### src/rtl/core/vrp_pkg.sv
// ----------------------------------------------------------------------------
// vrp_pkg
// Types, constants and trig lookup shared by the vertex rotate/project pipeline.
// ----------------------------------------------------------------------------
package vrp_pkg;

  localparam int COORD_W    = 27;
  localparam int TRIG_W     = 16;
  localparam int PROD_W     = COORD_W + TRIG_W;
  localparam int RND_W      = 48;
  localparam int NUM_STAGES = 13;
  localparam int CFG_IDX_W  = 3;
  localparam int CFG_DATA_W = 16;

  localparam logic [CFG_IDX_W-1:0] CFG_ANGLE_X    = 3'd0;
  localparam logic [CFG_IDX_W-1:0] CFG_ANGLE_Y    = 3'd1;
  localparam logic [CFG_IDX_W-1:0] CFG_ANGLE_Z    = 3'd2;
  localparam logic [CFG_IDX_W-1:0] CFG_ISO_ENABLE = 3'd3;
  localparam logic [CFG_IDX_W-1:0] CFG_OFFSET_X   = 3'd4;
  localparam logic [CFG_IDX_W-1:0] CFG_OFFSET_Y   = 3'd5;
  localparam logic [CFG_IDX_W-1:0] CFG_ZOOM       = 3'd6;

  localparam longint PI_Q30 = 64'sd3373259426;

  typedef logic signed [COORD_W-1:0] coord_t;
  typedef logic signed [TRIG_W-1:0]  trig_t;
  typedef logic signed [PROD_W-1:0]  prod_t;

  typedef struct packed {
    coord_t x;
    coord_t y;
    coord_t z;
  } vec_t;

  typedef struct packed {
    logic signed [15:0] in_x;
    logic signed [15:0] in_y;
    logic signed [15:0] in_z;
  } in_item_t;

  typedef struct packed {
    logic signed [31:0] out_x;
    logic signed [31:0] out_y;
    logic signed [31:0] out_depth;
  } out_item_t;

  function automatic logic [90:0][14:0] build_qsin();
    logic [90:0][14:0] q;
    longint x, x2, term, sum;
    int d;
    q = '0;
    for (d = 0; d <= 90; d++) begin
      x    = longint'(d) * PI_Q30 / 180;
      x2   = (x * x) >>> 30;
      term = x;
      sum  = x;
      term = ((term * x2) >>> 30) / 64'sd6;
      sum  = sum - term;
      term = ((term * x2) >>> 30) / 64'sd20;
      sum  = sum + term;
      term = ((term * x2) >>> 30) / 64'sd42;
      sum  = sum - term;
      term = ((term * x2) >>> 30) / 64'sd72;
      sum  = sum + term;
      term = ((term * x2) >>> 30) / 64'sd110;
      sum  = sum - term;
      term = ((term * x2) >>> 30) / 64'sd156;
      sum  = sum + term;
      term = ((term * x2) >>> 30) / 64'sd210;
      sum  = sum - term;
      term = ((term * x2) >>> 30) / 64'sd272;
      sum  = sum + term;
      term = ((term * x2) >>> 30) / 64'sd342;
      sum  = sum - term;
      term = ((term * x2) >>> 30) / 64'sd420;
      sum  = sum + term;
      term = ((term * x2) >>> 30) / 64'sd506;
      sum  = sum - term;
      term = ((term * x2) >>> 30) / 64'sd600;
      sum  = sum + term;
      if (sum < 0) begin
        sum = 0;
      end
      q[d] = 15'((sum + 32768) >>> 16);
    end
    return q;
  endfunction

  localparam logic [90:0][14:0] QSIN = build_qsin();

  // Quarter-wave lookup; argument 0..719.
  function automatic trig_t sin_deg(input logic [9:0] d);
    logic [9:0]  r;
    logic [6:0]  idx;
    logic        neg;
    trig_t       mag;
    r = (d >= 10'd360) ? d - 10'd360 : d;
    if (r <= 10'd90) begin
      idx = r[6:0];
      neg = 1'b0;
    end else if (r <= 10'd180) begin
      idx = 7'(10'd180 - r);
      neg = 1'b0;
    end else if (r <= 10'd270) begin
      idx = 7'(r - 10'd180);
      neg = 1'b1;
    end else begin
      idx = 7'(10'd360 - r);
      neg = 1'b1;
    end
    mag = signed'({1'b0, QSIN[idx]});
    return neg ? -mag : mag;
  endfunction

  function automatic trig_t cos_deg(input logic [8:0] a);
    logic [8:0] r;
    r = (a >= 9'd360) ? a - 9'd360 : a;
    return sin_deg(10'(r) + 10'd90);
  endfunction

  function automatic coord_t rnd14(input logic signed [RND_W-1:0] v);
    logic signed [RND_W-1:0] t;
    t = v + RND_W'(8192);
    return COORD_W'(t >>> 14);
  endfunction

endpackage

### src/rtl/core/vrp_scale.sv
// ----------------------------------------------------------------------------
// vrp_scale
// Offset, zoom, window centring and saturation; last stage is the output beat.
// ----------------------------------------------------------------------------
module vrp_scale
  import vrp_pkg::*;
#(
  parameter int WINDOW_WIDTH  = 1920,
  parameter int WINDOW_HEIGHT = 1080
) (
  input  logic               clk,
  input  logic [2:0]         en,
  input  vec_t               v_i,
  input  logic signed [15:0] offset_x,
  input  logic signed [15:0] offset_y,
  input  logic [15:0]        zoom,
  output out_item_t          out_data
);

  localparam int OFF_W = COORD_W + 1;
  localparam int ZP_W  = OFF_W + 17;

  localparam logic signed [ZP_W-1:0] CENTER_X = ZP_W'(WINDOW_WIDTH * 128);
  localparam logic signed [ZP_W-1:0] CENTER_Y = ZP_W'(WINDOW_HEIGHT * 128);
  localparam logic signed [ZP_W-1:0] HALF     = ZP_W'(128);

  logic signed [OFF_W-1:0] ox_r, oy_r, ox_nxt, oy_nxt;
  logic signed [ZP_W-1:0]  px_r, py_r, px_nxt, py_nxt;
  logic signed [ZP_W-1:0]  sx, sy;
  logic signed [16:0]      zoom_s;
  coord_t                  z1_r, z2_r;
  out_item_t               out_r, out_nxt;

  function automatic logic signed [31:0] sat32(input logic signed [ZP_W-1:0] v);
    if (v[ZP_W-1:31] != {(ZP_W-31){v[31]}}) begin
      return v[ZP_W-1] ? 32'sh8000_0000 : 32'sh7FFF_FFFF;
    end
    return v[31:0];
  endfunction

  always_comb begin
    zoom_s    = signed'({1'b0, zoom});
    ox_nxt    = OFF_W'(v_i.x) + OFF_W'(signed'({offset_x, 8'h00}));
    oy_nxt    = OFF_W'(v_i.y) + OFF_W'(signed'({offset_y, 8'h00}));
    px_nxt    = ZP_W'(ox_r) * ZP_W'(zoom_s);
    py_nxt    = ZP_W'(oy_r) * ZP_W'(zoom_s);
    sx        = ((px_r + HALF) >>> 8) + CENTER_X;
    sy        = ((py_r + HALF) >>> 8) + CENTER_Y;
    out_nxt.out_x     = sat32(sx);
    out_nxt.out_y     = sat32(sy);
    out_nxt.out_depth = 32'(z2_r);
  end

  always_ff @(posedge clk) begin
    if (en[0]) begin
      ox_r <= ox_nxt;
      oy_r <= oy_nxt;
      z1_r <= v_i.z;
    end
    if (en[1]) begin
      px_r <= px_nxt;
      py_r <= py_nxt;
      z2_r <= z1_r;
    end
    if (en[2]) begin
      out_r <= out_nxt;
    end
  end

  assign out_data = out_r;

endmodule
### config.mk
export PLATFORM = sky130hd
export DESIGN_NAME = vrp_scale
export DESIGN_NICKNAME = d
export VERILOG_FILES = /design/src/rtl/core/vrp_pkg.sv /design/src/rtl/core/vrp_scale.sv
export SDC_FILE = /design/constraint.sdc
export NUM_CORES = 2
export LEC_CHECK = 0
export BUFFER_PORTS_ARGS = -buffer_cell sky130_fd_sc_hd__buf_2
export CORE_ASPECT_RATIO = 0.75
export CORE_MARGIN = 1.5
export CORE_UTILIZATION = 50
export CTS_CLUSTER_SIZE = 20
export DETAILED_ROUTE_END_ITERATION = 7
export PLACE_DENSITY_LB_ADDON = 0.3
export SETUP_SLACK_MARGIN = 0.02
export SLEW_MARGIN = 5
export SYNTH_ARGS = -nofsm -noshare
export SYNTH_HDL_FRONTEND = slang
export SYNTH_SLANG_ARGS = --single-unit
### constraint.sdc
create_clock -name clk -period 16.1 [get_ports clk]
set_input_delay 3.22 -clock clk [delete_from_list [all_inputs] [get_ports clk]]
set_output_delay 3.22 -clock clk [all_outputs]
set_load 0.03 [all_outputs]
Yosys cells after proc, flatten, opt, wreduce, memory -nomap -nowiden --
Cells that the tools add are included.
Storage, ports and cells: logic and storage cells 27, input bits 133, register bits 291
Operators by class: multiply operators 2, equality and inequality tests 2, $add $sub $neg 6, multiplexer cells 8
Operators by type and width (number):
- $mux W32 | 6
- $add A45 B9 Y45 const B | 2
- $mul A28 B17 Y45 | 2
- $add A37 B19 Y38 const B | 2
- $add A27 B24 Y28 | 2
- $ne A13 B13 Y1 | 2
- $mux W1 | 2

Depth between registers and ports, before layout --
depth in word-level cells 5, depth in mapped cells 26

Worst setup path after synthesis --
OpenSTA, ideal clock, no wires.
path type input to register, start point in zoom[8], end point reg px_r[44], data pin, stages 25, arrival time 9631 ps, setup time 135 ps, data required time 15965 ps, buffers on the path 2, slack 6334 ps, cells stage by stage clkbuf_1 > clkbuf_1 > nand2_1 > fa_1 > inv_1 > fa_1 > inv_1 > fa_1 > inv_1 > fa_1 > fa_1 > inv_1 > fa_1 > inv_1 > ha_1 > and4_1 > o2111ai_1 > o21a_1 > a2111oi_0 > o2111ai_1 > a21oi_1 > o2111ai_1 > and4_1 > or3_1 > nand3_1
On the way: cells in the longest elaborated chain, start to end 1
RTL lines:
- start, declared | RTL line vrp_scale.sv:16 | input logic [15:0] zoom,
- $mul A28 B17 Y45 | RTL line vrp_scale.sv:45 | px_nxt = ZP_W'(ox_r) * ZP_W'(zoom_s);
- named net px_nxt[44] | RTL line vrp_scale.sv:28 | logic signed [ZP_W-1:0] px_r, py_r, px_nxt, py_nxt;
- end signal, assigned | RTL line vrp_scale.sv:61 | px_r <= px_nxt;
- end, declared | RTL line vrp_scale.sv:28
The timed path passes the listed nets, and every way through them passes these cells. A chain may end at the register's enable or synchronous reset.

Worst setup path in the final report --
start point in zoom[9], end point reg px_r[39], data pin
The elaborated chain is that of the path after synthesis.

==> run_results.csv <==
group,metric,value,unit
setup_path,critPathMostFrequentCell,"fa_1",
setup_path,crit_arrival,10.64,ns
synthesis,ys_warn_count,0,
cts,clkTransAtPathRegs,0.06,ns
setup_path,crit_slowest_cell,"a2111oi_0",
drt,drt_iter0_drc,1786,
setup_path,start_kind,"input pin",
status,status,"complete, no violations",
synthesis,syn_nets,5836,
drt,wl,106500,um
drt,drc,0,
global_routing,grt_overflow,0,
timing,min_period_over_period,64.26,%
cts,cts_buffer_depth,3,
global_routing,track_usage,24.69,%
timing,worst_slew_pin_slew,1.019,ns
synthesis,synth_area_leader_cell,"fa_1",
floorplanning,die_area,91290,sq um
cts,hold_buffers,0,
final_layout,seqCellArea,8318,sq um
cts,post_cts_buffers,0,
hold_path,min_path_type,"reg -> reg",
timing,period_needed,10.35,ns
cts,ctsResizeCount,0,
final_layout,area_delta_synth_final,7.032,%
cts,clk_latency,0.59,ns
drt,viasPerCell,5.282,
synthesis,synthTopCellsByArea,"fa_1, edfxtp_1, inv_1",
cts,cts_tree,"yes",
final_layout,drive_above_1_share,7.495,%
timing,fin_tns_setup,0,ns
synthesis,synth.distinct_cells,88,
setup_path,crit_type,"in -> reg",
floorplanning,initial_core_util,50.71,%
synthesis,synth_top_cell_area_share,38.67,%
timing,maxSlewHeadroom,31.81,%
floorplanning,ios,229,
placement,gp_congestion,0.8653,
synthesis,ys_top_cells_by_count,"inv_1, fa_1, nand2_1",
synthesis,synthCells,4583,
synthesis,synth_flop_cell,"edfxtp_1",
global_routing,grt_max_degree,75,
synthesis,yosysSeqAreaShare,18.59,%
synthesis,syn_area,44730,sq um
cts,ctsHtreeMaxLevel,2,
synthesis,synthArstFlopShare,0,%
timing,setup_viol,0,
synthesis,synth.most_common_cell,"inv_1",
timing,worst_clock_skew,0.03855,ns
global_routing,grt_pass1_wl,177500,um
global_routing,antenna_found_initial,0,
setup_path,cp_data_required_time,16.40,ns
final_layout,fillCellCount,7876,
timing,setup_ws,5.754,ns
synthesis,synth-edff-count,277,
floorplanning,die_x,348.4,um
drt,dr.pass1.iters,5,
floorplanning,rows,94,
setup_path,cp_max_fo,56,
setup_path,slowest_delay,0.71,ns
timing,rsz0062_at_grt,"no",
synthesis,ys_ff_latch,277,
cts,numCtsBuffers,34,
timing,hold_viol_final,0,
global_routing,first_global_vias,33487,
placement,io_buffers,228,
floorplanning,core,88210,sq um
drt,post_drt_wl_per_cell,18.16,um
synthesis,syn_avg_cell_area,9.761,sq um
timing,slew_viol_final,0,
run,drv_cap,0,
drt,vias,30966,
final_layout,multi_input_area,31680,sq um
timing,max_freq,0.09666,GHz
cts,cts-root-buf,"clkbuf_16",
placement,dp_hpwl,79530,um
setup_path,end_kind,"flop",
final_layout,final_nets,5939,
drt,ant_nets,0,
final_layout,antenna_cells,0,
floorplanning,die_h,262.0,um
placement,place_ws,5.266,ns
cts,cts.sinks,277,
critical path: cells and delay by family:
family          cells  cell delay (ns)
simple gates        3             0.51
compound gates      7             2.34
xor+xnor            1             0.14
buf+inv             7             1.03
fa+ha+maj           7             3.35
area by class of cell:
type,instances,area share [%]
sequential,277,17.37
tap,1152,3.011
clock inverter,23,0.4599
clock buffer,37,1.845
inverter,1061,8.318
timing repair buffer,255,2.822
multi-input combinational,3057,66.17
kinds of logic (layout without fill, tap and decap cells):
logic type	count (synthesis)	in the layout	synth area share, %
AOI/OAI and AO/OA	343	343	5.161
xor gates and xnor gates	195	195	3.818
adders and majority gates	1120	1120	45.83
buffers and inverters	1249	1376	10.61
DFF	277	277	18.59
muxes	37	37	0.8363
and+or+nand+nor	1362	1362	15.15
sequential cells by signal (all words and copies together) (netlist names):
name      count
py_r         38
z1_r         27
ox_r         28
z2_r         27
oy_r         28
out_data     91
px_r         38
cell usage in the layout (no fill, tap or decap), types with 40 or more instances in the layout:
cell      instances
nor3_1           44
fa_1            864
nand2_1         618
o21ai_0          61
a21o_1           40
buf_2           225
xnor2_1         135
a21oi_1          80
ha_1            256
nand3_1          49
inv_1          1061
and2_1          382
edfxtp_1        277
nor2_1          105
xor2_1           60
final timing paths:
check	startpoint	endpoint	cells past startpoint	slack (ns)
worst max-delay path	zoom[9]	px_r[39]	25	5.75
worst min-delay path	z2_r[19]	out_data[19]	0	0.41
worst max register to register	ox_r[6]	px_r[39]	23	8.28
worst min register to register	z2_r[19]	out_data[19]	0	0.41
per-stage QoR:
step	area (sq um)	instances	hold WS [ns]	utilization, %
2_1_floorplan	44730	4583	0.4003	-
3_3_place_gp	46770	5802	0.4000	53.03
3_5_place_dp	46770	5802	0.4045	53.03
4_1_cts	47880	5862	0.4003	54.28
5_1_grt	47880	5862	0.4126	54.28
6_report	47880	5862	0.4081	54.28
layer usage:
metal	global-route usage, %	wire length (um)
met5	0	0
met3	3.928	6928
met1	32.82	45350
met2	41.63	50670
met4	8.213	3534
Power is left out: the tool's default activity adds up to more than one toggle a clock period on the data nets, which glitch-free logic cannot reach.
