--- config.mk ---
export PLATFORM = sky130hd
export DESIGN_NAME = vrp_ctrl
export DESIGN_NICKNAME = d
export VERILOG_FILES = /design/src/rtl/core/vrp_pkg.sv /design/src/rtl/core/vrp_ctrl.sv
export SDC_FILE = /design/constraint.sdc
export NUM_CORES = 1
export LEC_CHECK = 0
export BUFFER_PORTS_ARGS = -buffer_cell sky130_fd_sc_hd__buf_2
export CAP_MARGIN = 20
export CORE_AREA = 4 4 43 45
export CTS_BUF_LIST = sky130_fd_sc_hd__clkbuf_4 sky130_fd_sc_hd__clkbuf_8
export CTS_CLUSTER_SIZE = 8
export DETAILED_ROUTE_END_ITERATION = 10
export DIE_AREA = 0 0 47 49
export PLACE_DENSITY = 0.78
export SLEW_MARGIN = 20
export SYNTH_ARGS = -nofsm -noshare
export SYNTH_HDL_FRONTEND = slang
export SYNTH_SLANG_ARGS = --single-unit
--- constraint.sdc ---
create_clock -name clk -period 1.1 [get_ports clk]
set_input_delay 0.11 -clock clk [delete_from_list [all_inputs] [get_ports clk]]
set_output_delay 0.11 -clock clk [all_outputs]
set_load 0.02 [all_outputs]
--- src/rtl/core/vrp_pkg.sv ---
// ----------------------------------------------------------------------------
// vrp_pkg
// Types, constants and trig lookup shared by the vertex rotate/project pipeline.
// ----------------------------------------------------------------------------
package vrp_pkg;

  localparam int COORD_W    = 27;
  localparam int TRIG_W     = 16;
  localparam int PROD_W     = COORD_W + TRIG_W;
  localparam int RND_W      = 48;
  localparam int NUM_STAGES = 13;
  localparam int CFG_IDX_W  = 3;
  localparam int CFG_DATA_W = 16;

  localparam logic [CFG_IDX_W-1:0] CFG_ANGLE_X    = 3'd0;
  localparam logic [CFG_IDX_W-1:0] CFG_ANGLE_Y    = 3'd1;
  localparam logic [CFG_IDX_W-1:0] CFG_ANGLE_Z    = 3'd2;
  localparam logic [CFG_IDX_W-1:0] CFG_ISO_ENABLE = 3'd3;
  localparam logic [CFG_IDX_W-1:0] CFG_OFFSET_X   = 3'd4;
  localparam logic [CFG_IDX_W-1:0] CFG_OFFSET_Y   = 3'd5;
  localparam logic [CFG_IDX_W-1:0] CFG_ZOOM       = 3'd6;

  localparam longint PI_Q30 = 64'sd3373259426;

  typedef logic signed [COORD_W-1:0] coord_t;
  typedef logic signed [TRIG_W-1:0]  trig_t;
  typedef logic signed [PROD_W-1:0]  prod_t;

  typedef struct packed {
    coord_t x;
    coord_t y;
    coord_t z;
  } vec_t;

  typedef struct packed {
    logic signed [15:0] in_x;
    logic signed [15:0] in_y;
    logic signed [15:0] in_z;
  } in_item_t;

  typedef struct packed {
    logic signed [31:0] out_x;
    logic signed [31:0] out_y;
    logic signed [31:0] out_depth;
  } out_item_t;

  function automatic logic [90:0][14:0] build_qsin();
    logic [90:0][14:0] q;
    longint x, x2, term, sum;
    int d;
    q = '0;
    for (d = 0; d <= 90; d++) begin
      x    = longint'(d) * PI_Q30 / 180;
      x2   = (x * x) >>> 30;
      term = x;
      sum  = x;
      term = ((term * x2) >>> 30) / 64'sd6;
      sum  = sum - term;
      term = ((term * x2) >>> 30) / 64'sd20;
      sum  = sum + term;
      term = ((term * x2) >>> 30) / 64'sd42;
      sum  = sum - term;
      term = ((term * x2) >>> 30) / 64'sd72;
      sum  = sum + term;
      term = ((term * x2) >>> 30) / 64'sd110;
      sum  = sum - term;
      term = ((term * x2) >>> 30) / 64'sd156;
      sum  = sum + term;
      term = ((term * x2) >>> 30) / 64'sd210;
      sum  = sum - term;
      term = ((term * x2) >>> 30) / 64'sd272;
      sum  = sum + term;
      term = ((term * x2) >>> 30) / 64'sd342;
      sum  = sum - term;
      term = ((term * x2) >>> 30) / 64'sd420;
      sum  = sum + term;
      term = ((term * x2) >>> 30) / 64'sd506;
      sum  = sum - term;
      term = ((term * x2) >>> 30) / 64'sd600;
      sum  = sum + term;
      if (sum < 0) begin
        sum = 0;
      end
      q[d] = 15'((sum + 32768) >>> 16);
    end
    return q;
  endfunction

  localparam logic [90:0][14:0] QSIN = build_qsin();

  // Quarter-wave lookup; argument 0..719.
  function automatic trig_t sin_deg(input logic [9:0] d);
    logic [9:0]  r;
    logic [6:0]  idx;
    logic        neg;
    trig_t       mag;
    r = (d >= 10'd360) ? d - 10'd360 : d;
    if (r <= 10'd90) begin
      idx = r[6:0];
      neg = 1'b0;
    end else if (r <= 10'd180) begin
      idx = 7'(10'd180 - r);
      neg = 1'b0;
    end else if (r <= 10'd270) begin
      idx = 7'(r - 10'd180);
      neg = 1'b1;
    end else begin
      idx = 7'(10'd360 - r);
      neg = 1'b1;
    end
    mag = signed'({1'b0, QSIN[idx]});
    return neg ? -mag : mag;
  endfunction

  function automatic trig_t cos_deg(input logic [8:0] a);
    logic [8:0] r;
    r = (a >= 9'd360) ? a - 9'd360 : a;
    return sin_deg(10'(r) + 10'd90);
  endfunction

  function automatic coord_t rnd14(input logic signed [RND_W-1:0] v);
    logic signed [RND_W-1:0] t;
    t = v + RND_W'(8192);
    return COORD_W'(t >>> 14);
  endfunction

endpackage

--- src/rtl/core/vrp_ctrl.sv ---
// ----------------------------------------------------------------------------
// vrp_ctrl
// Stage valid bits and per-stage load enables; bubbles collapse under stall.
// ----------------------------------------------------------------------------
module vrp_ctrl
  import vrp_pkg::*;
(
  input  logic                  clk,
  input  logic                  rst_n,
  input  logic                  in_valid,
  output logic                  in_stall,
  output logic                  out_valid,
  input  logic                  out_stall,
  output logic [NUM_STAGES-1:0] en
);

  logic [NUM_STAGES-1:0] valid_r;
  logic [NUM_STAGES-1:0] valid_nxt;
  logic [NUM_STAGES-1:0] ready;

  assign ready[NUM_STAGES-1] = !valid_r[NUM_STAGES-1] || !out_stall;

  genvar g;
  for (g = 0; g < NUM_STAGES - 1; g++) begin : g_ready
    assign ready[g] = !valid_r[g] || ready[g+1];
  end

  always_comb begin
    valid_nxt[0] = ready[0] ? in_valid : valid_r[0];
    for (int i = 1; i < NUM_STAGES; i++) begin
      valid_nxt[i] = ready[i] ? valid_r[i-1] : valid_r[i];
    end
  end

  always_ff @(posedge clk) begin
    if (!rst_n) begin
      valid_r <= '0;
    end else begin
      valid_r <= valid_nxt;
    end
  end

  assign en        = ready;
  assign in_stall  = !ready[0];
  assign out_valid = valid_r[NUM_STAGES-1];

  a_reset_clears: assert property (@(posedge clk) !rst_n |=> (valid_r == '0))
    else $error("stage valid bits not cleared by reset");

  a_no_invented_beat: assert property (@(posedge clk) disable iff (!rst_n)
    !(in_valid && !in_stall) |=> ($countones(valid_r) <= $past($countones(valid_r))))
    else $error("beat count grew without an input beat");

  a_stall_only_when_full: assert property (@(posedge clk) disable iff (!rst_n)
    in_stall |-> ((&valid_r) && out_stall))
    else $error("input stalled while a stage is empty");

endmodule

# [Word level (Yosys, flattened, before mapping)]
# Cells that the tools add are included.
[word_totals] reg_bits=13 output_inout_bits=15
[classes] reduce_logical=28
[op_table] cell="zero test 1 bit" n=15
[op_table] cell="logical OR 1 bit" n=13

# [Logic depth before layout (Yosys ltp)]
[logic_depth] depth_word=15 ltp_mapped=4

# [Worst setup path after synthesis]
# OpenSTA, ideal clock, no wires.
[synth_path] kind="register -> output" from="register valid_r[12]" to="output port en[0]" arrival_time_ns=1.331 required_ns=0.990 slack_ns=-0.341 stages_incl_launch_ff=4 path_buffers=0 path_cell_list="dfxtp_1 > nand4_4 > nor4_4 > inv_1"
[synth_between] elab_chain_len=14
[synth_rtl] item="from (decl)" line="vrp_ctrl.sv:17" text="logic [NUM_STAGES-1:0] valid_r;"
[synth_rtl] item="from (signal assigned)" line="vrp_ctrl.sv:39" text="valid_r <= valid_nxt;"
[synth_rtl] item="zero test 1 bit" line="vrp_ctrl.sv:21" text="assign ready[NUM_STAGES-1] = !valid_r[NUM_STAGES-1] || !out_stall;"
[synth_rtl] item="logical OR 1 bit" line="vrp_ctrl.sv:21"
[synth_rtl] item="logical OR 1 bit (12 in series)" line="vrp_ctrl.sv:25" text="assign ready[g] = !valid_r[g] || ready[g+1];"
[synth_rtl] item="to (decl)" line="vrp_ctrl.sv:14" text="output logic [NUM_STAGES-1:0] en"
# Every way passes these cells.

# [Worst setup path after layout]
[layout_path] from="register valid_r[7]" to="output port in_stall"
[layout_between] elab_chain_len=10
[layout_rtl] item="zero test 1 bit" line="vrp_ctrl.sv:25"
[layout_rtl] item="logical OR 1 bit (8 in series)" line="vrp_ctrl.sv:25"
[layout_rtl] item="zero test 1 bit" line="vrp_ctrl.sv:44" text="assign in_stall = !ready[0];"
[layout_rtl] item="to (decl)" line="vrp_ctrl.sv:11" text="output logic in_stall,"
# Every way passes these cells.

==> metrics.md <==
| Metric | Value |
|---|---|
| Clock buffer depth | `2` |
| Worst Hold Class | `input pin to register` |
| Layout cell share with drive strength beyond 1 | `70.2%` |
| Startpoint types | `register` |
| CP max FO | `3` |
| RSZ-0062 raised after global routing | `true` |
| Register area share after synthesis | `41.6%` |
| Clock Pin Slew Worst Setup and Hold Paths | `0.08 ns` |
| Die H | `49 um` |
| Leakage | `0.444 nW` |
| Die Area | `2300 sq um` |
| Setup ws final | `-0.369 ns` |
| Cts hold-fix bufs | `0` |
| Final hold viol count | `0` |
| CP Class | `register to output pin` |
| Most frequent cells in the layout | `14 x buf_4, 14 x buf_6, 12 x nand2_1` |
| Final Skew | `0.00236 ns` |
| GR peak layer | `met2` |
| Final worst path period need | `1.47 ns` |
| Pre-Repair DR Iteration Count | `4` |
| Crit. End Element | `output pin` |
| Post-route ant nets | `0` |
| # rows | `14` |
| Seq cells post-synth | `13` |
| Initial core utilization | `42.5%` |
| Post-Layout Cell Count | `120` |
| Post-Syn Instances | `68` |
| Failing checks | `setup timing` |
| Final WL | `1630 um` |
| CTS tree | `built` |
| Arrival @ worst endpoint | `1.36 ns` |
| PortBufs | `18` |
| Slowest-stage cell, CP | `nor4_4` |
| Clock insertion delay at the later pin of the skew report | `0.27 ns` |
| TritonCTS Buffers | `3` |
| DP Cell Count | `111` |
| Vias per cell | `5.01` |
| Crit path cell chain | `nand4_4 > nor4_4 > buf_4` |
| GRT Util Overall | `15.8%` |
| Gr ovfl total | `0` |
| Worst vdd ir | `0.667 mV` |
| Largest registers | `valid_r x13` |
| DR WL/cell | `13.6 um` |
| DRC viols | `0` |
| Syn avg cell area | `9.20 sq um` |
| Setup Viol. Count Final | `20` |
| Clock tree sinks | `13` |
| Final worst path period share | `134%` |
| R2R depth | `6` |
| Fill cells | `117` |
| Syn nets | `72` |
| Max Clock Freq | `0.681 GHz` |
| GR Layer Usage met3 | `4.06%` |
| CTS root buf | `clkbuf_4` |
| Layout area overhead | `67.8%` |
| Reg with most FFs | `valid_r` |
| Iteration-0 DRC Markers | `3` |
| First-pass GRT wire length | `2660 um` |
| Post-synthesis mux area share | `0%` |
| Critical Path RT | `0.99 ns` |
| GPL Wtd Cong | `0.843` |
| Worst R2R End | `valid_r[2]` |
| Die Span X | `47 um` |
| Reg2reg start | `valid_r[7]` |
| CP peak stage delay | `0.37 ns` |
| Post-Syn Area | `626 sq um` |
| Synth warnings | `0` |
| Max FFs per register | `13` |
| Largest family of logic cells by synthesized area | `simple AND/OR/NAND/NOR gates` |
| Total Power | `0.832 mW` |
| Fin. max-slew vios | `0` |
| Max_cap viols | `0` |
| Post-synthesis xor/xnor area fraction | `0%` |
| CP Capture Point | `in_stall` |
| Initial antenna violation count | `0` |
| Finished Core Util | `71.3%` |
| DP HPWL | `1090 um` |
| Sequential Area | `280 sq um` |
| Vias in the first global route | `646` |
| Flop-to-flop setup slack | `-0.17 ns` |
| Status | `complete, but fails checks` |
| Met2 Use GR | `26.0%` |
| Synth Area in Simple Gates | `34.6%` |
| Post-synthesis adder-cell area fraction | `0%` |
| Worst setup path startpoint | `valid_r[7]` |
| Antenna cells | `0` |
| Post-synthesis compound-gate area fraction | `17.2%` |
| Met1 usage | `18.8%` |
| Worst-Margin Slew | `0.293 ns` |
| PD cells | `793 nW/um^2` |
| Largest net degree at the start of global routing | `16` |
| DR vias | `601` |
| Relative slew slack | `80.3%` |
| Nets | `109` |
| I/O Pins | `19` |
| Multi-input gate area | `389 sq um` |
| H-Tree Depth | `1` |
| Core region area | `1470 sq um` |
| Synth cell types | `20` |
cells in the mapped netlist:
master    n  area (sq um)
nand3_1   4          20.0
nor2_1    4          15.0
nand4_4   2          42.5
inv_1     5          18.8
o31ai_4   2          42.5
nor2_4    1          11.3
buf_2     1          5.00
inv_4     1          6.26
and3_1    1          6.26
buf_6     1          11.3
a21oi_1   2          10.0
dfxtp_1  13           260
nor4_4    1          21.3
o21ai_0   4          20.0
nand2_1  16          60.1
and3_2    1          7.51
o21a_1    3          22.5
or3_2     1          7.51
o31ai_2   1          12.5
nand4_1   4          25.0
final cells by class:
cell class | count | share of cell area [%]
Clock buffer | 4 | 2.86
Inverter | 6 | 2.62
Multi-Input combinational cell | 47 | 37.1
Sequential cell | 13 | 26.7
Tap cell | 16 | 1.91
Timing Repair Buffer | 34 | 28.8
repair_timing:
item	4_1_cts	5_1_grt
setup endpoints to repair	16	22
pin swaps	15	7
resized for setup	38	18
setup buffers	3	3
per-stage QoR:
stage          setup TNS (ns)  cell area [sq um]  hold slack, ns  worst slack (ns)
6_report                -4.20               1050          0.0403            -0.369
5_1_grt                 -5.49               1050          0.0524            -0.425
4_1_cts                 -3.76                976          0.0319            -0.361
3_5_place_dp           -0.255                818           0.321           -0.0727
3_3_place_gp           -0.155                818           0.306           -0.0572
2_1_floorplan          -0.318                642           0.220            -0.118
cells by family after synthesis:
logic type,Yosys count
simple gates,35
compound gates,12
flops,13
buf+inv,8
how the worst min path moves through the flow:
stage	cells past startpoint	slack, ns	end	startpoint
floorplan	1	0.22	valid_r[0]	in_valid
global placement	2	0.31	valid_r[0]	in_valid
detailed placement	2	0.32	valid_r[0]	in_valid
CTS	2	0.03	valid_r[0]	in_valid
global route	2	0.05	valid_r[0]	in_valid
finish	2	0.04	valid_r[0]	in_valid
worst max-delay path, delay by kind of cell, from the launching register on:
kind	cells	cell delay, ns
flip-flops	1	0.36
buffers and inverters	1	0.21
AND/OR/NAND/NOR	2	0.52
layer usage:
metal | up-vias | part of all wire (%)
met1 | 275 | 41
met2 | 17 | 54
li1 | 309 | -
met4 | 0 | 0
met3 | 0 | 4.6
met5 | - | 0
power by group:
part / switching, mW / total (mW) / internal (mW)
sequential: 0.00506 / 0.474 / 0.469
clock: 0.159 / 0.324 / 0.165
combinational: 0.0228 / 0.0342 / 0.0114
Power figures use the tool's default switching activity.
