<file path="src/rtl/core/vrp_pkg.sv">
// ----------------------------------------------------------------------------
// vrp_pkg
// Types, constants and trig lookup shared by the vertex rotate/project pipeline.
// ----------------------------------------------------------------------------
package vrp_pkg;

  localparam int COORD_W    = 27;
  localparam int TRIG_W     = 16;
  localparam int PROD_W     = COORD_W + TRIG_W;
  localparam int RND_W      = 48;
  localparam int NUM_STAGES = 13;
  localparam int CFG_IDX_W  = 3;
  localparam int CFG_DATA_W = 16;

  localparam logic [CFG_IDX_W-1:0] CFG_ANGLE_X    = 3'd0;
  localparam logic [CFG_IDX_W-1:0] CFG_ANGLE_Y    = 3'd1;
  localparam logic [CFG_IDX_W-1:0] CFG_ANGLE_Z    = 3'd2;
  localparam logic [CFG_IDX_W-1:0] CFG_ISO_ENABLE = 3'd3;
  localparam logic [CFG_IDX_W-1:0] CFG_OFFSET_X   = 3'd4;
  localparam logic [CFG_IDX_W-1:0] CFG_OFFSET_Y   = 3'd5;
  localparam logic [CFG_IDX_W-1:0] CFG_ZOOM       = 3'd6;

  localparam longint PI_Q30 = 64'sd3373259426;

  typedef logic signed [COORD_W-1:0] coord_t;
  typedef logic signed [TRIG_W-1:0]  trig_t;
  typedef logic signed [PROD_W-1:0]  prod_t;

  typedef struct packed {
    coord_t x;
    coord_t y;
    coord_t z;
  } vec_t;

  typedef struct packed {
    logic signed [15:0] in_x;
    logic signed [15:0] in_y;
    logic signed [15:0] in_z;
  } in_item_t;

  typedef struct packed {
    logic signed [31:0] out_x;
    logic signed [31:0] out_y;
    logic signed [31:0] out_depth;
  } out_item_t;

  function automatic logic [90:0][14:0] build_qsin();
    logic [90:0][14:0] q;
    longint x, x2, term, sum;
    int d;
    q = '0;
    for (d = 0; d <= 90; d++) begin
      x    = longint'(d) * PI_Q30 / 180;
      x2   = (x * x) >>> 30;
      term = x;
      sum  = x;
      term = ((term * x2) >>> 30) / 64'sd6;
      sum  = sum - term;
      term = ((term * x2) >>> 30) / 64'sd20;
      sum  = sum + term;
      term = ((term * x2) >>> 30) / 64'sd42;
      sum  = sum - term;
      term = ((term * x2) >>> 30) / 64'sd72;
      sum  = sum + term;
      term = ((term * x2) >>> 30) / 64'sd110;
      sum  = sum - term;
      term = ((term * x2) >>> 30) / 64'sd156;
      sum  = sum + term;
      term = ((term * x2) >>> 30) / 64'sd210;
      sum  = sum - term;
      term = ((term * x2) >>> 30) / 64'sd272;
      sum  = sum + term;
      term = ((term * x2) >>> 30) / 64'sd342;
      sum  = sum - term;
      term = ((term * x2) >>> 30) / 64'sd420;
      sum  = sum + term;
      term = ((term * x2) >>> 30) / 64'sd506;
      sum  = sum - term;
      term = ((term * x2) >>> 30) / 64'sd600;
      sum  = sum + term;
      if (sum < 0) begin
        sum = 0;
      end
      q[d] = 15'((sum + 32768) >>> 16);
    end
    return q;
  endfunction

  localparam logic [90:0][14:0] QSIN = build_qsin();

  // Quarter-wave lookup; argument 0..719.
  function automatic trig_t sin_deg(input logic [9:0] d);
    logic [9:0]  r;
    logic [6:0]  idx;
    logic        neg;
    trig_t       mag;
    r = (d >= 10'd360) ? d - 10'd360 : d;
    if (r <= 10'd90) begin
      idx = r[6:0];
      neg = 1'b0;
    end else if (r <= 10'd180) begin
      idx = 7'(10'd180 - r);
      neg = 1'b0;
    end else if (r <= 10'd270) begin
      idx = 7'(r - 10'd180);
      neg = 1'b1;
    end else begin
      idx = 7'(10'd360 - r);
      neg = 1'b1;
    end
    mag = signed'({1'b0, QSIN[idx]});
    return neg ? -mag : mag;
  endfunction

  function automatic trig_t cos_deg(input logic [8:0] a);
    logic [8:0] r;
    r = (a >= 9'd360) ? a - 9'd360 : a;
    return sin_deg(10'(r) + 10'd90);
  endfunction

  function automatic coord_t rnd14(input logic signed [RND_W-1:0] v);
    logic signed [RND_W-1:0] t;
    t = v + RND_W'(8192);
    return COORD_W'(t >>> 14);
  endfunction

endpackage

</file>
<file path="src/rtl/core/vrp_rot.sv">
// ----------------------------------------------------------------------------
// vrp_rot
// Plane rotation of (a, b) by a Q1.14 sine/cosine pair; multiply then sum.
// ----------------------------------------------------------------------------
module vrp_rot
  import vrp_pkg::*;
(
  input  logic       clk,
  input  logic [1:0] en,
  input  coord_t     a_i,
  input  coord_t     b_i,
  input  coord_t     p_i,
  input  trig_t      sin_i,
  input  trig_t      cos_i,
  output coord_t     a_o,
  output coord_t     b_o,
  output coord_t     p_o
);

  prod_t  ac_r, bs_r, as_r, bc_r;
  prod_t  ac_nxt, bs_nxt, as_nxt, bc_nxt;
  coord_t p1_r, p2_r;
  coord_t a_r, b_r;
  coord_t a_nxt, b_nxt;

  always_comb begin
    ac_nxt = PROD_W'(a_i) * PROD_W'(cos_i);
    bs_nxt = PROD_W'(b_i) * PROD_W'(sin_i);
    as_nxt = PROD_W'(a_i) * PROD_W'(sin_i);
    bc_nxt = PROD_W'(b_i) * PROD_W'(cos_i);
    a_nxt  = rnd14(RND_W'(ac_r) - RND_W'(bs_r));
    b_nxt  = rnd14(RND_W'(as_r) + RND_W'(bc_r));
  end

  always_ff @(posedge clk) begin
    if (en[0]) begin
      ac_r <= ac_nxt;
      bs_r <= bs_nxt;
      as_r <= as_nxt;
      bc_r <= bc_nxt;
      p1_r <= p_i;
    end
    if (en[1]) begin
      a_r  <= a_nxt;
      b_r  <= b_nxt;
      p2_r <= p1_r;
    end
  end

  assign a_o = a_r;
  assign b_o = b_r;
  assign p_o = p2_r;

endmodule

</file>
<file path="config.mk">
export PLATFORM = sky130hd
export DESIGN_NAME = vrp_rot
export DESIGN_NICKNAME = d
export VERILOG_FILES = /design/src/rtl/core/vrp_pkg.sv /design/src/rtl/core/vrp_rot.sv
export SDC_FILE = /design/constraint.sdc
export NUM_CORES = 2
export LEC_CHECK = 0
export ABC_AREA = 1
export BUFFER_PORTS_ARGS = -buffer_cell sky130_fd_sc_hd__buf_2
export CORE_MARGIN = 2
export CORE_UTILIZATION = 41
export CTS_CLUSTER_DIAMETER = 120
export CTS_CLUSTER_SIZE = 24
export DETAILED_ROUTE_END_ITERATION = 6
export GPL_TIMING_DRIVEN = 0
export PLACE_DENSITY_LB_ADDON = 0.05
export REMOVE_ABC_BUFFERS = 1
export SLEW_MARGIN = 25
export SYNTH_ARGS = -nofsm -noshare
export SYNTH_HDL_FRONTEND = slang
export SYNTH_SLANG_ARGS = --single-unit
</file>
<file path="constraint.sdc">
create_clock -name clk -period 10.7 [get_ports clk]
set_clock_uncertainty 0.1 [all_clocks]
set_input_delay 0 -clock clk [delete_from_list [all_inputs] [get_ports clk]]
set_output_delay 0 -clock clk [all_outputs]
set_load 0.03 [all_outputs]
</file>
* Yosys cells after proc, flatten, opt, wreduce, memory -nomap -nowiden *
Cells that the tools add are included.

operators by class
  add/subtract/negate cells = 4
  multiply operators = 4

operators by type and width
  kind                      number
  $mul A27 B16 Y41          4
  $add A41 B15 Y41 const B  2
  $add A41 B41 Y41          1
  $sub A41 B41 Y41          1

word-level totals
  register bits = 272
  bits of input ports = 116

* Longest topological paths before layout *
  depth in word-level cells = 2
  gate-level depth with buffers = 29
  gate-level depth less buffers = 27

* Worst setup path after synthesis *
Ideal clock, no wire load.

  path type = in2reg
  start = in a_i[26]
  end = reg ac_r[40], data pin
  data required time = 10.347 ns
  stages = 24
  setup slack = 5.120 ns
  arrival = 5.227 ns
  cells stage by stage = clkbuf_1 > buf_1 > nand2_1 > inv_1 > fa_1 > fa_1 > inv_1 > fa_1 > inv_1 > fa_1 > inv_1 > fa_1 > inv_1 > fa_1 > ha_1 > nand2_1 > nor3_1 > nand2_1 > nor2_1 > nand2_1 > nor2_1 > nor2_1 > nand3_1 > nand2_1

on the way
  cells in the longest elaborated chain, start to end = 1

RTL lines
  element                 line           source
  start: declaration      vrp_rot.sv:10  input coord_t a_i,
  $mul A27 B16 Y41        vrp_rot.sv:27  ac_nxt = PROD_W'(a_i) * PROD_W'(cos_i);
  net ac_nxt[40]          vrp_rot.sv:21  prod_t ac_nxt, bs_nxt, as_nxt, bc_nxt;
  end signal: assignment  vrp_rot.sv:37  ac_r <= ac_nxt;
  end: declaration        vrp_rot.sv:20  prod_t ac_r, bs_r, as_r, bc_r;

The timed path passes the listed nets, and every way through them passes these cells.
A chain may end at the register's enable or synchronous reset.

* Worst setup path after layout *
  start = in b_i[26]
  end = reg bc_r[40], data pin

on the way
  cells in the longest elaborated chain, start to end = 1

RTL lines
  element                 line           source
  start: declaration      vrp_rot.sv:11  input coord_t b_i,
  $mul A27 B16 Y41        vrp_rot.sv:30  bc_nxt = PROD_W'(b_i) * PROD_W'(cos_i);
  net bc_nxt[40]          vrp_rot.sv:21
  end signal: assignment  vrp_rot.sv:40  bc_r <= bc_nxt;
  end: declaration        vrp_rot.sv:20

The timed path passes the listed nets, and every way through them passes these cells.

==> impl_metrics.toml <==
[outcome]
status = "complete, no violations"

[run]
drv_cap = 0

[cells_and_area]
fin_nets = 12527
area.sequential_um2 = 8170
multi_input_area_um2 = 58200
drive_gt1_share_pct = 3.33
fillers = 19910
syn_to_final_growth_pct = 6.11

[setup_path]
worstSetupStartpointType = "input pin"
path_cells = "buf_2, nand2_1, inv_1, fa_1, fa_1, inv_1, fa_1, fa_1, inv_1, fa_1, fa_1, ha_1, nand2_1, nor2_1, nand2_1, nor2_1, nand4_1, nor2_1, nor2_1, nand2_1, nand2_1"
critPathSlowestCell = "fa_1"
crit_path_frequent_cell = "fa_1"
path_max_fanout = 31
timing_worst_setup_path_type = "in2reg"
critPathTopFamily = "adder cells"
crit_buf_inv = 4
arrival_ns = 6.66
cp_data_required_time_ns = 10.91
max_stage_delay_ns = 0.65
cp-end-kind = "flop"

[timing]
worst_pin_slew_ns = 1.12
slew_viol_final = 0
hold_violations = 0
finalSetupViolCount = 0
rsz0062_at_grt = "no"
fmax_mhz = 155
period_share_pct = 60.3
slew_headroom_pct = 25.7
tns_ns = 0
period_minus_slack_ns = 6.45

[floorplanning]
ios = 197
floorplan.die_area_um2 = 197000
num_rows = 161
initial_core_util_pct = 41.2
die_w_um = 443
coreArea_um2 = 192000
dieHeight_um = 443

[synth]
synth_area_um2 = 79200
synth_cell_types = 38
yosysWarnings = 0
netlist_instances = 10295
synth.avg_cell_area_um2 = 7.69
synth_edf_count = 272
yosys_most_used_dff = "edfxtp_1"
synthArstFlopShare_pct = 0
ys_seq_elements = 272
synth_seq_area_share_pct = 10.3

[detailed_routing]
remaining_drc_errors = 0
vias = 62832
ant_nets = 0
drtPass1Iterations = 6
via_per_inst = 4.91
totalWireLength_um = 258000
post_drt_wl_per_cell_um = 20.1
drt-initial-drc-count = 4524

[clock_network]
clock_latency_ns = 0.60
clockRootBuffer = "clkbuf_16"
cts_tree = "built"
clkSlewWorstSetupHoldPaths_ns = 0.10
numCtsBuffers = 19
post-cts-setup-buffers = 0
cts-htree-levels = 1
cts.sinks = 272
clock_path_buffers = 3

[global_routing]
grt_antenna_before_repair = 3
grt_pass1_vias = 67265
gr-usage-all-layers_pct = 26.9
grt_pass1_wl_um = 404000
grt_max_degree = 86
grt_overflow = 0

[place]
place_hpwl_um = 208000
routabilityCongestion = 0.953
port_buffers = 196

[worst_hold_path]
hp-class = "in2reg"
## routing by layer
metal / wire length (um) / share of wire [%] / GRT usage (%) / vias up
met2: 115000 / 44 / 42.7 / 1660
met3: 16100 / 6.3 / 3.60 / 229
met1: 121000 / 47 / 39.3 / 31722
met4: 6280 / 2.4 / 5.80 / 2
met5: 13 / 0.0050 / 0 / -
li1: - / - / - / 29219
## through the flow
stage	hold WS, ns	utilization [%]	cells	instance area [um2]	worst slack (ns)
final	0.0416	43.7	12784	84000	4.25
after global routing	0.0289	43.7	12780	84000	3.94
after CTS	0.000233	43.7	12778	83900	4.39
after detailed placement	0.0781	43.1	12694	82700	3.73
after global placement	0.0784	42.7	12665	82000	2.84
after floorplan	-0.00113	-	9943	77800	5.54
## flip-flops by register name, indices dropped and copies added (netlist names)
register / cells
bc_r: 41
p1_r: 27
as_r: 41
ac_r: 41
b_o: 27
p_o: 27
bs_r: 41
a_o: 27
## worst register-to-register path, cell delays in order (launching register included)
cell and delay, ns:
edfxtp_1 0.53, ha_1 0.27, ha_1 0.48, inv_1 0.15
o21ai_0 0.67, a21oi_1 0.21, nand2_1 0.14, a21oi_1 0.07
nand4_1 0.09, nand2_1 0.06
## timing repair
item | CTS | global route
endpoints found under the hold margin | 173 | 0
resized for setup | 0 | 0
hold buffers | 54 | 0
## cell type report
| type | instances | share of cell area (%) |
|---|---|---|
| antenna | 4 | 0.0119 |
| sequential | 272 | 9.73 |
| multi-input combinational | 6612 | 69.3 |
| tap | 2526 | 3.76 |
| inverter | 3059 | 13.7 |
| clock buffer | 20 | 0.571 |
| timing repair buffer | 281 | 2.78 |
| clock inverter | 10 | 0.195 |
## cell families (layout without fill, tap and decap cells)
kind of cell               Yosys count  in the layout  synth area share, %
other                                0              4                    0
and+or+nand+nor                   3859           3859                 19.3
DFF                                272            272                 10.3
buffers and inverters             3411           3370                 16.2
xor gates and xnor gates           134            134                 1.48
AOI/OAI and AO/OA                  453            453                 3.19
adders and majority gates         2166           2166                 49.5
## cell usage after synthesis, drive strengths merged (28+ instances only)
cell / number / area, um2
buf: 37 / 144
o21bai: 47 / 364
xnor2: 30 / 263
fa: 1608 / 32200
nand4: 63 / 394
ha: 558 / 6980
o21ai: 119 / 603
nor3: 28 / 195
xor2: 104 / 911
nand2: 2941 / 11100
nand3: 240 / 1240
clkbuf: 315 / 1180
inv: 3059 / 11500
edfxtp: 272 / 8170
a21oi: 250 / 1270
nor2: 555 / 2130
## path summary, 6_finish.rpt
kind                                          from            endpoint  slack (ns)  cells after the start
worst max-delay path                       b_i[26]  bc_r[40]$_DFFE_PP_        4.25                     21
worst min-delay path                      cos_i[0]   bc_r[0]$_DFFE_PP_        0.04                      3
worst max register to register  ac_r[35]$_DFFE_PP_   a_o[25]$_DFFE_PP_        7.73                      9
worst min register to register  p1_r[20]$_DFFE_PP_   p_o[20]$_DFFE_PP_        0.31                      0
## cells in the final DEF (no fill, tap or decap), drive strengths merged, types with 7 or more instances in the layout
master / Yosys / final
nand4: 63 / 63
xnor2: 30 / 30
a21oi: 250 / 250
o21bai: 47 / 47
nand3b: 16 / 16
nor2: 555 / 555
clkbuf: 315 / 20
edfxtp: 272 / 272
ha: 558 / 558
nand3: 240 / 240
inv: 3059 / 3066
xor2: 104 / 104
nor4: 7 / 7
o21a: 10 / 10
nor3: 28 / 28
nand2: 2941 / 2941
buf: 37 / 227
or2: 9 / 9
fa: 1608 / 1608
a21o: 16 / 16
o21ai: 119 / 119
dlygate4sd3: 0 / 54
Power is left out: the tool's default activity adds up to more than one toggle a clock period on the data nets, which glitch-free logic cannot reach.
