[config.mk]
export PLATFORM = sky130hd
export DESIGN_NAME = vrp_iso
export DESIGN_NICKNAME = d
export VERILOG_FILES = /design/src/rtl/core/vrp_pkg.sv /design/src/rtl/core/vrp_iso.sv
export SDC_FILE = /design/constraint.sdc
export NUM_CORES = 2
export LEC_CHECK = 0
export BUFFER_PORTS_ARGS = -buffer_cell sky130_fd_sc_hd__buf_2
export CAP_MARGIN = 20
export CORE_MARGIN = 3
export CORE_UTILIZATION = 50
export CTS_CLUSTER_DIAMETER = 60
export DETAILED_ROUTE_END_ITERATION = 10
export MAX_ROUTING_LAYER = met4
export PLACE_DENSITY = 0.73
export SETUP_SLACK_MARGIN = 0.15
export SYNTH_ARGS = -nofsm -noshare
export SYNTH_HDL_FRONTEND = slang
export SYNTH_SLANG_ARGS = --single-unit
[constraint.sdc]
create_clock -name clk -period 8.95 [get_ports clk]
set_input_delay 1.3425 -clock clk [delete_from_list [all_inputs] [get_ports clk]]
set_output_delay 1.3425 -clock clk [all_outputs]
set_load 0.1 [all_outputs]
[src/rtl/core/vrp_pkg.sv]
// ----------------------------------------------------------------------------
// vrp_pkg
// Types, constants and trig lookup shared by the vertex rotate/project pipeline.
// ----------------------------------------------------------------------------
package vrp_pkg;

  localparam int COORD_W    = 27;
  localparam int TRIG_W     = 16;
  localparam int PROD_W     = COORD_W + TRIG_W;
  localparam int RND_W      = 48;
  localparam int NUM_STAGES = 13;
  localparam int CFG_IDX_W  = 3;
  localparam int CFG_DATA_W = 16;

  localparam logic [CFG_IDX_W-1:0] CFG_ANGLE_X    = 3'd0;
  localparam logic [CFG_IDX_W-1:0] CFG_ANGLE_Y    = 3'd1;
  localparam logic [CFG_IDX_W-1:0] CFG_ANGLE_Z    = 3'd2;
  localparam logic [CFG_IDX_W-1:0] CFG_ISO_ENABLE = 3'd3;
  localparam logic [CFG_IDX_W-1:0] CFG_OFFSET_X   = 3'd4;
  localparam logic [CFG_IDX_W-1:0] CFG_OFFSET_Y   = 3'd5;
  localparam logic [CFG_IDX_W-1:0] CFG_ZOOM       = 3'd6;

  localparam longint PI_Q30 = 64'sd3373259426;

  typedef logic signed [COORD_W-1:0] coord_t;
  typedef logic signed [TRIG_W-1:0]  trig_t;
  typedef logic signed [PROD_W-1:0]  prod_t;

  typedef struct packed {
    coord_t x;
    coord_t y;
    coord_t z;
  } vec_t;

  typedef struct packed {
    logic signed [15:0] in_x;
    logic signed [15:0] in_y;
    logic signed [15:0] in_z;
  } in_item_t;

  typedef struct packed {
    logic signed [31:0] out_x;
    logic signed [31:0] out_y;
    logic signed [31:0] out_depth;
  } out_item_t;

  function automatic logic [90:0][14:0] build_qsin();
    logic [90:0][14:0] q;
    longint x, x2, term, sum;
    int d;
    q = '0;
    for (d = 0; d <= 90; d++) begin
      x    = longint'(d) * PI_Q30 / 180;
      x2   = (x * x) >>> 30;
      term = x;
      sum  = x;
      term = ((term * x2) >>> 30) / 64'sd6;
      sum  = sum - term;
      term = ((term * x2) >>> 30) / 64'sd20;
      sum  = sum + term;
      term = ((term * x2) >>> 30) / 64'sd42;
      sum  = sum - term;
      term = ((term * x2) >>> 30) / 64'sd72;
      sum  = sum + term;
      term = ((term * x2) >>> 30) / 64'sd110;
      sum  = sum - term;
      term = ((term * x2) >>> 30) / 64'sd156;
      sum  = sum + term;
      term = ((term * x2) >>> 30) / 64'sd210;
      sum  = sum - term;
      term = ((term * x2) >>> 30) / 64'sd272;
      sum  = sum + term;
      term = ((term * x2) >>> 30) / 64'sd342;
      sum  = sum - term;
      term = ((term * x2) >>> 30) / 64'sd420;
      sum  = sum + term;
      term = ((term * x2) >>> 30) / 64'sd506;
      sum  = sum - term;
      term = ((term * x2) >>> 30) / 64'sd600;
      sum  = sum + term;
      if (sum < 0) begin
        sum = 0;
      end
      q[d] = 15'((sum + 32768) >>> 16);
    end
    return q;
  endfunction

  localparam logic [90:0][14:0] QSIN = build_qsin();

  // Quarter-wave lookup; argument 0..719.
  function automatic trig_t sin_deg(input logic [9:0] d);
    logic [9:0]  r;
    logic [6:0]  idx;
    logic        neg;
    trig_t       mag;
    r = (d >= 10'd360) ? d - 10'd360 : d;
    if (r <= 10'd90) begin
      idx = r[6:0];
      neg = 1'b0;
    end else if (r <= 10'd180) begin
      idx = 7'(10'd180 - r);
      neg = 1'b0;
    end else if (r <= 10'd270) begin
      idx = 7'(r - 10'd180);
      neg = 1'b1;
    end else begin
      idx = 7'(10'd360 - r);
      neg = 1'b1;
    end
    mag = signed'({1'b0, QSIN[idx]});
    return neg ? -mag : mag;
  endfunction

  function automatic trig_t cos_deg(input logic [8:0] a);
    logic [8:0] r;
    r = (a >= 9'd360) ? a - 9'd360 : a;
    return sin_deg(10'(r) + 10'd90);
  endfunction

  function automatic coord_t rnd14(input logic signed [RND_W-1:0] v);
    logic signed [RND_W-1:0] t;
    t = v + RND_W'(8192);
    return COORD_W'(t >>> 14);
  endfunction

endpackage

[src/rtl/core/vrp_iso.sv]
// ----------------------------------------------------------------------------
// vrp_iso
// Isometric projection: pre-add, constant multiply, round and bypass select.
// ----------------------------------------------------------------------------
module vrp_iso
  import vrp_pkg::*;
(
  input  logic       clk,
  input  logic [2:0] en,
  input  logic       iso_en,
  input  vec_t       v_i,
  output vec_t       v_o
);

  localparam int ISO_W   = COORD_W + 2;
  localparam int IPROD_W = ISO_W + 16;

  localparam logic signed [15:0] ISO_R2 = 16'sd11585;
  localparam logic signed [15:0] ISO_R6 = 16'sd6689;
  localparam logic signed [15:0] ISO_R3 = 16'sd9459;

  logic signed [ISO_W-1:0]   dxy_r, sxy2z_r, sxyz_r;
  logic signed [ISO_W-1:0]   dxy_nxt, sxy2z_nxt, sxyz_nxt;
  logic signed [IPROD_W-1:0] px_r, py_r, pz_r;
  logic signed [IPROD_W-1:0] px_nxt, py_nxt, pz_nxt;
  vec_t                      v1_r, v2_r, out_r;
  vec_t                      out_nxt;

  always_comb begin
    dxy_nxt   = ISO_W'(v_i.x) - ISO_W'(v_i.y);
    sxy2z_nxt = ISO_W'(v_i.x) + ISO_W'(v_i.y) - (ISO_W'(v_i.z) <<< 1);
    sxyz_nxt  = ISO_W'(v_i.x) + ISO_W'(v_i.y) + ISO_W'(v_i.z);
    px_nxt    = IPROD_W'(dxy_r) * IPROD_W'(ISO_R2);
    py_nxt    = IPROD_W'(sxy2z_r) * IPROD_W'(ISO_R6);
    pz_nxt    = IPROD_W'(sxyz_r) * IPROD_W'(ISO_R3);
    if (iso_en) begin
      out_nxt.x = rnd14(RND_W'(px_r));
      out_nxt.y = rnd14(RND_W'(py_r));
      out_nxt.z = rnd14(RND_W'(pz_r));
    end else begin
      out_nxt = v2_r;
    end
  end

  always_ff @(posedge clk) begin
    if (en[0]) begin
      dxy_r   <= dxy_nxt;
      sxy2z_r <= sxy2z_nxt;
      sxyz_r  <= sxyz_nxt;
      v1_r    <= v_i;
    end
    if (en[1]) begin
      px_r <= px_nxt;
      py_r <= py_nxt;
      pz_r <= pz_nxt;
      v2_r <= v1_r;
    end
    if (en[2]) begin
      out_r <= out_nxt;
    end
  end

  assign v_o = out_r;

endmodule

## Yosys cells after proc, flatten, opt, wreduce, memory -nomap -nowiden

Cells that the tools add are included.

- Memories kept: 0
- Word-level logic and storage cells: 26
- Register bits: 452
- ROM bits: 0
- Memory bits (writable): 0
- Output and inout bits: 81
- Input port bits: 86
- Bits in latches: 0

- Shifts and indexed selects: 0
- Multiplexer cells: 1
- Multipliers: 3
- Equal/unequal tests: 0
- Add/sub/neg operators: 7
- Reduce and logical (&&, ||, !) cells: 0
- Bitwise gates (word level): 0
- Magnitude comparators: 0
- Divide/modulo/power cells: 0

Operator list:

| operator | number |
|---|---|
| adder 41 x 15 -> 41 bit (second input constant) | 3 |
| two-way mux 81 bit | 1 |
| multiplier 28 x 15 -> 41 bit (second input constant) | 1 |
| multiplier 29 x 14 -> 41 bit (second input constant) | 1 |
| multiplier 29 x 15 -> 41 bit (second input constant) | 1 |
| adder 28 x 27 -> 29 bit | 1 |
| subtractor 28 x 28 -> 29 bit | 1 |
| adder 27 x 27 -> 28 bit | 1 |
| subtractor 27 x 27 -> 28 bit | 1 |

## Logic depth before layout (Yosys ltp)

- Word-level depth: 2
- Depth in mapped cells: 22
- Depth with buffers taken out: 21

## Worst setup path after synthesis

OpenSTA, ideal clock, no wires.

- Kind: reg-to-reg
- Start point: register sxyz_r[12]
- End point: register pz_r[34] (data pin)
- Setup slack: 3,297 ps
- Period minus slack after synthesis: 5,653 ps
- Required time: 8,692 ps
- Stages on the path, launching flop included: 22
- Arrival time: 5,396 ps
- Cell sequence: edfxtp_1 ha_1 xor2_1 ha_1 inv_1 fa_1 inv_1 fa_1 fa_1 inv_1 fa_1 inv_1 ha_1 a21oi_1 o21ai_0 a311oi_2 a31oi_4 a311oi_2 nor3_1 or3_1 a21oi_1 xnor2_1

- Word-level cells in the longest chain between the ends: 1

RTL lines:

| item | RTL line | RTL |
|---|---|---|
| from (decl) | vrp_iso.sv:22 | `logic signed [ISO_W-1:0] dxy_r, sxy2z_r, sxyz_r;` |
| from (signal assigned) | vrp_iso.sv:49 | `sxyz_r <= sxyz_nxt;` |
| multiplier 29 x 15 -> 41 bit | vrp_iso.sv:35 | `pz_nxt = IPROD_W'(sxyz_r) * IPROD_W'(ISO_R3);` |
| via pz_nxt[34] | vrp_iso.sv:25 | `logic signed [IPROD_W-1:0] px_nxt, py_nxt, pz_nxt;` |
| to (signal assigned) | vrp_iso.sv:55 | `pz_r <= pz_nxt;` |
| to (decl) | vrp_iso.sv:24 | `logic signed [IPROD_W-1:0] px_r, py_r, pz_r;` |

The timed path passes the listed nets, and every way through them passes these cells.
A chain may end at the register's enable or synchronous reset.

## Final worst setup path

- Start point: register sxyz_r[13]
- End point: register pz_r[34] (data pin)

Same word-level chain as after synthesis.

==> metrics <==
synthesized area=38100 um^2; Worst Reg-to-Reg Cells=21; vias in the first global route=25200; Die Wd=282 um; multiplexer share of the synthesized area=0.00223; post-CTS setup buffer count=0; Critical Path RT=9.31 ns; Synth Area in XOR/XNOR=0.0677; total clock sinks=412; Area contributors post-synth=edfxtp_1 32%, ha_1 19%, fa_1 17%; Post-Synth Simple-Gate Area=0.0739; Synth Area per Inst=about 11 um^2; DR vias=25200; FP Rows=100; Storage cell area=12400 um^2; I/O pin total=167; WL met2=38600 um; reg2reg end=pz_r[34]; Initial DRC Count=1810; H-tree levels=2; Critical Setup Path Class=reg -> reg; Clock Skews=0.0250 ns; top post-synthesis cells by count=706 x inv_1, 589 x ha_1, 412 x edfxtp_1; initial antenna violation count=7; DIE HEIGHT=282 um; largest net degree at the start of global routing=84; Worst-path clk slew=0.06 ns; Synth top area share=0.324; sequential share of the synthesized area=0.324; fin nets=4709; Async SR Flop Fraction=0; port bufs=166; Period minus WS final=~6.2 ns; setup TNS=0 ns; Final ANT Viol Nets=0; Finish-stage setup viols=0; routed wire length per instance=between 15 and 20 um; hold_buf cts=0; Core ar.=74900 um^2; CP endpoint kind=flip-flop; Skew-Pair Late Insertion Delay=0.62 ns; Synthesized Nets=about 4500; DR vias/cell=~5.3; CTS max path bufs=3; area share of fa/ha/maj cells after synthesis=0.362; Layout area overhead=10.0%; share of layout cells above drive strength 1=0.0823; DIE AREA=79600 um^2; post-cts gate resize count=0; top layer in use=met4; Worst-Margin Slew=0.924 ns; area of the multi-input gates=23000 um^2; Initial Util=0.509; main combinational cell family by area after synthesis=adder cells; Slew HR=0.384; wire length on met1=37300 um; post-synthesis compound-gate area fraction=0.0957; fin crit share=0.695; Fmax achieved=0.161 GHz; Yosys reg bits=412; CTS tree=yes; Worst setup endpoint=pz_r[34]; status=complete, no violations; crit path DAT=6.58 ns; Total GRT Usage=0.220; hold crit path type=reg -> reg; FILL cells=6322; metal3 WL=4490 um; Worst setup SP type=flip-flop; Synth cell types=79; Post-route DRC=0; worst setup path start=sxyz_r[13]; Synth area leader=edfxtp_1; r2r setup slk=2.73 ns; Syn Inst Count=3522; Fin. Hold Viols=0; Syn. warnings=0; RSZ-0062 raised after global routing=no; post-DP HPWL=67000 um; max-slew violation count=0; first-pass GRT wire length=between 100000 and 150000 um; TritonCTS Buffers=53; First-pass DRT Iterations=5; Max-Cap Viols=0; clock root buffer=clkbuf_16; DRT Wirelength=82800 um; placer congestion estimate=0.936; Worst Path Max Fanout=6; most common cell in the netlist=inv_1; reg2reg start=sxyz_r[13]; Post-synth EDFFs=412; ys flop type=edfxtp_1; global route overflow=0
[layer usage]
| metal | up-vias | GRT usage |
|---|---|---|
| met5 | - | - |
| met4 | 0 | 0.0603 |
| met3 | 113 | 0.0330 |
| met2 | 527 | 0.347 |
| met1 | 12300 | 0.300 |
| li1 | 12300 | - |
[how the worst min path moves through the flow]
stage / startpoint / endpoint / slack (ns) / cells past startpoint
2_1_floorplan: v1_r[0] / v2_r[0] / 0.40 / 0
4_1_cts: v1_r[13] / v2_r[13] / 0.40 / 0
6_report: v1_r[13] / v2_r[13] / 0.40 / 0
3_5_place_dp: v1_r[35] / v2_r[35] / 0.40 / 0
3_3_place_gp: v1_r[5] / v2_r[5] / 0.40 / 0
5_1_grt: v1_r[13] / v2_r[13] / 0.41 / 0
[through the flow]
stage | utilization | hold WS (ns) | cells | setup WS [ns] | instance area (um^2)
floorplan | - | 0.400 | 3522 | 3.30 | 38100
global placement | 0.535 | 0.401 | 4626 | 2.89 | 40100
detailed placement | 0.535 | 0.405 | 4626 | 2.80 | 40100
CTS | 0.560 | 0.404 | 4725 | 2.77 | 41900
global route | 0.560 | 0.405 | 4731 | 2.39 | 42000
finish | 0.560 | 0.405 | 4732 | 2.73 | 42000
[worst max-delay path: stages (launching register included)]
cell and delay, ns:
edfxtp_1 0.51, ha_1 0.42, xor2_1 0.21, ha_1 0.30, inv_1 0.05, fa_1 0.49
inv_1 0.06, fa_1 0.48, fa_1 0.50, inv_1 0.05, fa_1 0.50, inv_1 0.04
ha_1 0.32, a21oi_1 0.15, o21ai_0 0.13, a311oi_2 0.37, a31oi_4 0.21, a311oi_2 0.39
nor3_1 0.11, or3_1 0.39, a21oi_1 0.19, xnor2_1 0.08
[final cells by class]
type | count | area share
clock buffers | 57 | 0.0320
diodes | 7 | 0.000418
multi-input cells | 2363 | 0.547
well taps | 969 | 0.0289
inverters | 706 | 0.0632
clock inverters | 42 | 0.0116
repair buffers | 176 | 0.0220
flip-flops and latches | 412 | 0.295
[sequential cells by signal (all words and copies together), names as in the netlist]
register  cells
sxy2z_r      28
v2_r         81
v1_r         81
py_r         28
dxy_r        28
px_r         28
sxyz_r       29
v_o          81
pz_r         28
[kinds of logic (layout without fill, tap and decap cells)]
| kind of cell | count (synthesis) | after routing |
|---|---|---|
| flops | 412 | 412 |
| mux | 8 | 8 |
| compound gates | 557 | 557 |
| buf+inv | 747 | 981 |
| xor+xnor | 295 | 295 |
| other cells | 0 | 7 |
| simple gates | 592 | 592 |
| fa+ha+maj | 911 | 911 |
[cell usage in the layout, fill, tap and decap left out, types with 6 or more instances in the layout]
cell / n
clkbuf_16: 53
clkinv_1: 7
a211oi_1: 14
a31oi_1: 15
edfxtp_1: 412
nor2b_1: 26
xor2_1: 122
a21oi_2: 6
inv_1: 706
nand4_1: 32
or3_1: 11
and4_1: 6
o211ai_1: 8
buf_2: 162
o21a_1: 21
nor4_1: 8
inv_8: 6
o21ai_0: 66
xnor2_1: 173
nand3_1: 56
clkinvlp_4: 6
a21o_1: 65
ha_1: 589
and2_1: 19
diode_2: 7
o31ai_1: 7
and3_1: 29
buf_4: 12
nand2_1: 119
nand2b_1: 26
fa_1: 322
a211o_1: 14
a21oi_1: 254
nor2_1: 207
nor3_1: 37
o21bai_1: 22
Power is not shown: default switching activity piles up to over one toggle a cycle in this logic, so the estimate is an artifact.
